===== src/hw/rtl/bct_pkg.sv =====
`default_nettype none
package bct_pkg;

  localparam int POSITIONS  = 16;
  localparam int MAX_LEVELS = 64;

  localparam int POS_W   = $clog2(POSITIONS);
  localparam int TL_W    = $clog2(POSITIONS + 1);
  localparam int LEVEL_W = $clog2(MAX_LEVELS + 1);
  localparam int MARK_W  = (MAX_LEVELS > 1) ? $clog2(MAX_LEVELS) : 1;

  localparam logic [1:0] ACT_FIX  = 2'd0;
  localparam logic [1:0] ACT_PUSH = 2'd1;
  localparam logic [1:0] ACT_POP  = 2'd2;

  localparam logic [1:0] ST_OK       = 2'd0;
  localparam logic [1:0] ST_CONFLICT = 2'd1;
  localparam logic [1:0] ST_ERROR    = 2'd2;

  typedef enum logic [2:0] {
    S_IDLE,
    S_MARK,
    S_UNWIND,
    S_CLEAR,
    S_WAIT
  } state_t;

endpackage
`default_nettype wire


===== src/hw/rtl/bijection_conflict_trail.sv =====
// fix, push, error and zero-level pop items pass from the idle state to the wait state, then out
// a pop reads its level mark in the mark state, then for each trail entry does a trail read
// and a clear step through the shared unwind step, and goes from the unwind step to the wait state
// no new item is taken until the result is loaded into the output register
// rst is synchronous: position and value ownership flags, trail length and level
// count clear at once; trail and level mark storage are written before use
`default_nettype none
module bijection_conflict_trail (
  input  wire logic                      clk,
  input  wire logic                      rst,
  input  wire logic                      in_valid,
  output logic                           in_stall,
  input  wire logic [1:0]                action,
  input  wire logic [bct_pkg::POS_W-1:0] position,
  input  wire logic [bct_pkg::POS_W-1:0] value,
  input  wire logic [bct_pkg::LEVEL_W-1:0] scopes,
  output logic                           out_valid,
  input  wire logic                      out_stall,
  output logic [1:0]                     status,
  output logic [bct_pkg::POS_W-1:0]      partner_position,
  output logic [bct_pkg::LEVEL_W-1:0]    level
);
  import bct_pkg::*;

  state_t state, state_next;

  // assignment store
  logic [POSITIONS-1:0] pv_set;
  logic [POS_W-1:0]     position_value [POSITIONS];
  logic [POSITIONS-1:0] vo_set;
  logic [POS_W-1:0]     value_owner [POSITIONS];
  logic [POS_W-1:0]     trail [POSITIONS];
  logic [TL_W-1:0]      trail_length;
  logic [LEVEL_W-1:0]   depth_count;

  // level marks memory
  logic [TL_W-1:0]      level_marks [MAX_LEVELS];
  logic [TL_W-1:0]      mark_rd;
  logic [TL_W-1:0]      mark;
  logic [LEVEL_W-1:0]   target;
  logic [POS_W-1:0]     unwind_pos;

  // pending result
  logic [1:0]           res_status;
  logic [POS_W-1:0]     res_partner;

  logic                 accept;
  logic                 out_free;
  logic                 fix_ok;
  logic                 push_ok;
  logic                 pop_bad;
  logic [LEVEL_W-1:0]   target_c;
  logic [TL_W-1:0]      tl_m1;
  logic                 more;
  logic [POS_W-1:0]     clear_val;

  assign accept   = in_valid && !in_stall;
  assign out_free = !out_valid || !out_stall;
  assign in_stall = (state != S_IDLE);

  assign fix_ok   = ({1'b0, position} < (POS_W+1)'(POSITIONS))
                 && ({1'b0, value} < (POS_W+1)'(POSITIONS))
                 && !pv_set[position]
                 && (trail_length < TL_W'(POSITIONS));
  assign push_ok  = depth_count < LEVEL_W'(MAX_LEVELS);
  assign pop_bad  = scopes > depth_count;
  assign target_c = depth_count - scopes;
  assign tl_m1    = trail_length - 1'b1;
  assign more     = (trail_length > mark) && (trail_length != '0);
  assign clear_val = position_value[unwind_pos];

  // next state
  always_comb begin
    state_next = state;
    case (state)
      S_IDLE: begin
        if (accept) begin
          if (action == ACT_POP && !pop_bad && scopes != '0) begin
            state_next = S_MARK;
          end else begin
            state_next = S_WAIT;
          end
        end
      end
      S_MARK:   state_next = S_UNWIND;
      S_UNWIND: state_next = more ? S_CLEAR : S_WAIT;
      S_CLEAR:  state_next = S_UNWIND;
      S_WAIT:   state_next = out_free ? S_IDLE : S_WAIT;
      default:  state_next = S_IDLE;
    endcase
  end

  always_ff @(posedge clk) begin
    if (rst) begin
      state <= S_IDLE;
    end else begin
      state <= state_next;
    end
  end

  // level marks: one write port, registered read at the pop target
  always_ff @(posedge clk) begin
    if (state == S_IDLE && accept && action == ACT_PUSH && push_ok) begin
      level_marks[depth_count[MARK_W-1:0]] <= trail_length;
    end
    mark_rd <= level_marks[target_c[MARK_W-1:0]];
  end

  // trail and assignment payload, no reset needed
  always_ff @(posedge clk) begin
    if (state == S_IDLE && accept && action == ACT_FIX && fix_ok) begin
      trail[trail_length[POS_W-1:0]] <= position;
      position_value[position]       <= value;
      if (!vo_set[value]) begin
        value_owner[value] <= position;
      end
    end
  end

  // control state and the sequencer datapath
  always_ff @(posedge clk) begin
    if (rst) begin
      pv_set       <= '0;
      vo_set       <= '0;
      trail_length <= '0;
      depth_count  <= '0;
      out_valid    <= 1'b0;
    end else begin
      case (state)
        S_IDLE: begin
          if (accept) begin
            target <= target_c;
            case (action)
              ACT_FIX: begin
                if (fix_ok) begin
                  trail_length     <= trail_length + 1'b1;
                  pv_set[position] <= 1'b1;
                  if (vo_set[value]) begin
                    res_status  <= ST_CONFLICT;
                    res_partner <= value_owner[value];
                  end else begin
                    res_status    <= ST_OK;
                    res_partner   <= '0;
                    vo_set[value] <= 1'b1;
                  end
                end else begin
                  res_status  <= ST_ERROR;
                  res_partner <= '0;
                end
              end
              ACT_PUSH: begin
                res_partner <= '0;
                if (push_ok) begin
                  res_status  <= ST_OK;
                  depth_count <= depth_count + 1'b1;
                end else begin
                  res_status <= ST_ERROR;
                end
              end
              ACT_POP: begin
                res_partner <= '0;
                if (pop_bad) begin
                  res_status <= ST_ERROR;
                end else begin
                  res_status <= ST_OK;
                end
              end
              default: begin
                res_status  <= ST_ERROR;
                res_partner <= '0;
              end
            endcase
          end
        end
        S_MARK: mark <= mark_rd;
        // take the newest trail entry, or finish the pop
        S_UNWIND: begin
          if (more) begin
            unwind_pos   <= trail[tl_m1[POS_W-1:0]];
            trail_length <= tl_m1;
          end else begin
            depth_count <= target;
          end
        end
        // release the position and the value it owned
        S_CLEAR: begin
          if (pv_set[unwind_pos]) begin
            pv_set[unwind_pos] <= 1'b0;
            if (vo_set[clear_val] && value_owner[clear_val] == unwind_pos) begin
              vo_set[clear_val] <= 1'b0;
            end
          end
        end
        default: ;
      endcase

      // output register
      if (state == S_WAIT && out_free) begin
        out_valid <= 1'b1;
      end else if (!out_stall) begin
        out_valid <= 1'b0;
      end
    end
  end

  always_ff @(posedge clk) begin
    if (state == S_WAIT && out_free) begin
      status           <= res_status;
      partner_position <= res_partner;
      level            <= depth_count;
    end
  end

endmodule
`default_nettype wire


===== config.mk =====
export PLATFORM = sky130hd
export DESIGN_NAME = bijection_conflict_trail
export DESIGN_NICKNAME = d
export VERILOG_FILES = /design/src/hw/rtl/bct_pkg.sv /design/src/hw/rtl/bijection_conflict_trail.sv
export SDC_FILE = /design/constraint.sdc
export NUM_CORES = 1
export LEC_CHECK = 0
export ABC_AREA = 0
export BUFFER_PORTS_ARGS = -buffer_cell sky130_fd_sc_hd__buf_2
export CAP_MARGIN = 20
export CORE_MARGIN = 2
export CORE_UTILIZATION = 50
export DETAILED_ROUTE_END_ITERATION = 10
export MAX_ROUTING_LAYER = met4
export PLACE_DENSITY = 0.7
export RECOVER_POWER = 25
export SYNTH_ARGS = -nofsm -noshare
export SYNTH_HDL_FRONTEND = slang
export SYNTH_SLANG_ARGS = --single-unit

===== constraint.sdc =====
create_clock -name clk -period 4.25 [get_ports clk]
set_clock_uncertainty 0.15 [all_clocks]
set_input_delay 0.6375 -clock clk [delete_from_list [all_inputs] [get_ports clk]]
set_output_delay 0.6375 -clock clk [all_outputs]
set_load 0.05 [all_outputs]

==> reports/qor.tcl <==
set qor(worst_ep_arrival_time_ns) 4.46
set qor(holdWs_ns) 0.261
set qor(period_needed_ns) 4.13
set qor(average_cell_area_after_synthesis_sq_um) 17.0
set qor(post_synth_num_cell_types) 61
set qor(setup_ws_ns) 0.121
set qor(path_class) {register to register}
set qor(routabilityCongestion) 0.919
set qor(clock_path_buffers) 3
set qor(dp_slack_ns) 0.112
set qor(postSynthRegisterBits) 600
set qor(drt-initial-drc-count) 1443
set qor(detail_route.wl_per_cell_microns) 24.8
set qor(crit_slowest_cell) {mux4_2}
set qor(cellPowerDensity_nw_per_um2) 438
set qor(timing.critical_path.fanout_max) 16
set qor(critical_path.max_stage_delay_ns) 0.52
set qor(cp.required_ns) 4.58
set qor(first_global_vias) 13800
set qor(tightestPinTransition_ns) 2.65
set qor(timing.hold.worst.class) {primary input to register}
set qor(synth_seq_area_share) 0.691
set qor(floorplan.initialDensity) 0.506
set qor(cts_inserted_buffers) 56
set qor(vdd_ir_drop_max_mv) 0.339
set qor(vias) 14100
set qor(die_height_microns) 229
set qor(clock_tree_from_tritoncts) {built}
set qor(timing_max_transition_violations_final) 257
set qor(num_io_pins) 36
set qor(switchingPower_w) 0.00273
set qor(insertion_delay_of_the_later_clocked_pin_in_the_worst_skew_pair_ns) 0.63
set qor(total_die_area_sq_um) 52500
set qor(antenna_found_initial) 1
set qor(setup.worst_path.end_class) {register}
set qor(finalHoldViolCount) 0
set qor(run_status) {finished with violations}
set qor(grt_use_total) 0.226
set qor(final_nets) 1621
set qor(place.port_buffers) 35
set qor(ys_async_sr_fraction) 0
set qor(most-common-layout-cells) {edfxtp_1 (547), mux4_2 (169), nor2_1 (120), nand2_1 (95), buf_4 (65)}
set qor(dieWidth_microns) 229
set qor(synthCells) 1487
set qor(clock_sinks) 600
set qor(max_freq_ghz) 0.242
set qor(synth_fp_nets) 1526
set qor(fillCellCount) 3756
set qor(gr-total-overflow) 0
set qor(ys.flop_type) {edfxtp_1}
set qor(worstSetupStartpointType) {register}
set qor(clk_transition_reported_paths_ns) 0.07
set qor(drv_cap) 6
set qor(post-route-period-util) 0.972
set qor(violations) {max-capacitance violations, max-slew violations}
set qor(drt-total-wl_microns) 57000
set qor(drt_first_pass_iters) 7
set qor(syn_area_sq_um) 25300
set qor(dr_vias_cell) 6.14
set qor(setup_viol) 0
set qor(synth_enable_flop_cells) 547
set qor(pwr-share-seq) 0.516
set qor(internal-power_w) 0.00984
set qor(cts_max_level) 2
set qor(rows) 82
set qor(clkPwrFrac) 0.410
set qor(pwr-share-comb) 0.074
set qor(final_antenna_net_count) 0
set qor(p_leak_nw) 9.44
set qor(clockRootBuffer) {clkbuf_16}
set qor(dp_hpwl_microns) 36900
set qor(grt_start_max_net_pins) 85
set qor(detail_route.drc_violations) 0
set qor(post_route_cells_drive_above_1_share) 0.242
set qor(area_delta_synth_final_pct) 13.2
set qor(slew-limit-headroom) -0.769
set qor(switching_share) 0.217
set qor(grt_first_pass_wirelength_microns) 86900
set qor(yosys_warnings) 0
set qor(placeableCoreArea_sq_um) 50100
set qor(ordered_cell_list_for_the_critical_path) {buf_12 -> mux4_2 -> mux2i_2 -> nand2_1 -> and2_1 -> or2_0 -> a221oi_1 -> nor4_2 -> xnor2_1 -> or4_1 -> buf_4 -> o41a_1}
set qor(final_common_cell) {edfxtp_1}
per-layer routing:
metal	vias up	track usage	part of all wire
li1	6098	-	-
met4	0	0.0477	0.021
met1	7235	0.318	0.41
met2	682	0.348	0.48
met5	-	-	0
met3	104	0.0439	0.090
stage by stage:
stage | std cells | setup TNS (ns) | util | area [sq um] | power [W]
after floorplan | 1487 | 0 | - | 25300 | 0.00723
after global placement | 2191 | 0 | 0.534 | 26700 | 0.00754
after detailed placement | 2191 | 0 | 0.534 | 26700 | 0.00755
after CTS | 2295 | 0 | 0.572 | 28600 | 0.0127
after global routing | 2301 | -0.0845 | 0.573 | 28700 | 0.0129
final | 2301 | 0 | 0.573 | 28700 | 0.0126
power by group through the flow:
stage          logic (W)  registers, W  clock network (W)
2_1_floorplan   0.000583       0.00664                  0
3_3_place_gp    0.000929       0.00661                  0
3_5_place_dp    0.000941       0.00661                  0
4_1_cts         0.000946       0.00648            0.00522
5_1_grt         0.000992       0.00649            0.00547
6_report        0.000932       0.00649            0.00515
critical path: cells and delay by family, from the launching register on:
kind / cells / cell delay [ns]
AOI/OAI and AO/OA: 2 / 0.79
xor gates and xnor gates: 1 / 0.15
buffers and inverters: 2 / 0.39
DFF: 1 / 0.40
muxes: 2 / 0.77
and+or+nand+nor: 5 / 1.34
area by class of cell:
type	count	area (sq um)	area share
clock inverter	37	429	0.0150
tap	672	841	0.0293
multi-input combinational	759	7380	0.258
sequential	600	17500	0.610
timing repair buffer	121	892	0.0311
clock buffer	67	1460	0.0511
inverter	44	165	0.00576
antenna	1	2.50	0.0000873
flip-flops by register name (all words and copies together) (netlist names):
signal            flops
res_partner           4
partner_position      4
out_valid             1
vo_set               16
unwind_pos            4
res_status            2
status                2
level                 7
target                7
mark                  5
value_owner          64
trail                64
position_value       64
mark_rd               5
level_marks         320
trail_length          5
depth_count           7
state                 3
pv_set               16
cells in the mapped netlist, drive strengths merged, types with 4 or more instances:
master | count | share of area
o21ai | 33 | 0.0065
a21oi | 65 | 0.013
nand2 | 96 | 0.014
o221a | 12 | 0.0053
nor4 | 5 | 0.0017
inv | 44 | 0.0065
and3 | 7 | 0.0017
nor2b | 23 | 0.0057
clkbuf | 50 | 0.0074
or3 | 18 | 0.0044
mux2i | 26 | 0.011
dfxtp | 53 | 0.042
xnor2 | 11 | 0.0038
nor2 | 122 | 0.018
mux2 | 9 | 0.0040
a22oi | 9 | 0.0027
nand2b | 13 | 0.0032
a211o | 4 | 0.0014
edfxtp | 547 | 0.65
nor3b | 5 | 0.0015
and2 | 4 | 0.00099
a221oi | 16 | 0.0055
o41a | 4 | 0.0018
nand3 | 30 | 0.0059
ha | 17 | 0.0084
a211oi | 6 | 0.0018
nor3 | 18 | 0.0036
buf | 34 | 0.0071
mux4 | 169 | 0.15
final timing paths:
| check | cells after the start | slack (ns) | endpoint | from |
|---|---|---|---|---|
| worst max register to register | 12 | 0.12 | vo_set[1] | unwind_pos[0] |
| worst min register to register | 0 | 0.27 | partner_position[1] | res_partner[1] |
| worst min-delay path | 2 | 0.26 | level[1] | out_stall |
| worst max-delay path | 12 | 0.12 | vo_set[1] | unwind_pos[0] |
cells by family (layout without fill, tap and decap cells):
kind of cell               count (synthesis)  count (layout)  share of synthesized area
DFF                                      600             600                      0.691
and+or+nand+nor                          354             354                     0.0650
muxes                                    204             204                      0.165
AOI/OAI and AO/OA                        171             171                     0.0449
buffers and inverters                    128             269                     0.0210
adders and majority gates                 18              18                    0.00919
xor gates and xnor gates                  12              12                    0.00415
other                                      0               1                          0
repair_timing:
action	4_1_cts	5_1_grt
gates resized for setup	0	12
hold endpoints to repair	0	0
hold buffers	0	0
setup buffers	0	3
setup endpoints to repair	0	16
Power figures use the tool's default switching activity.
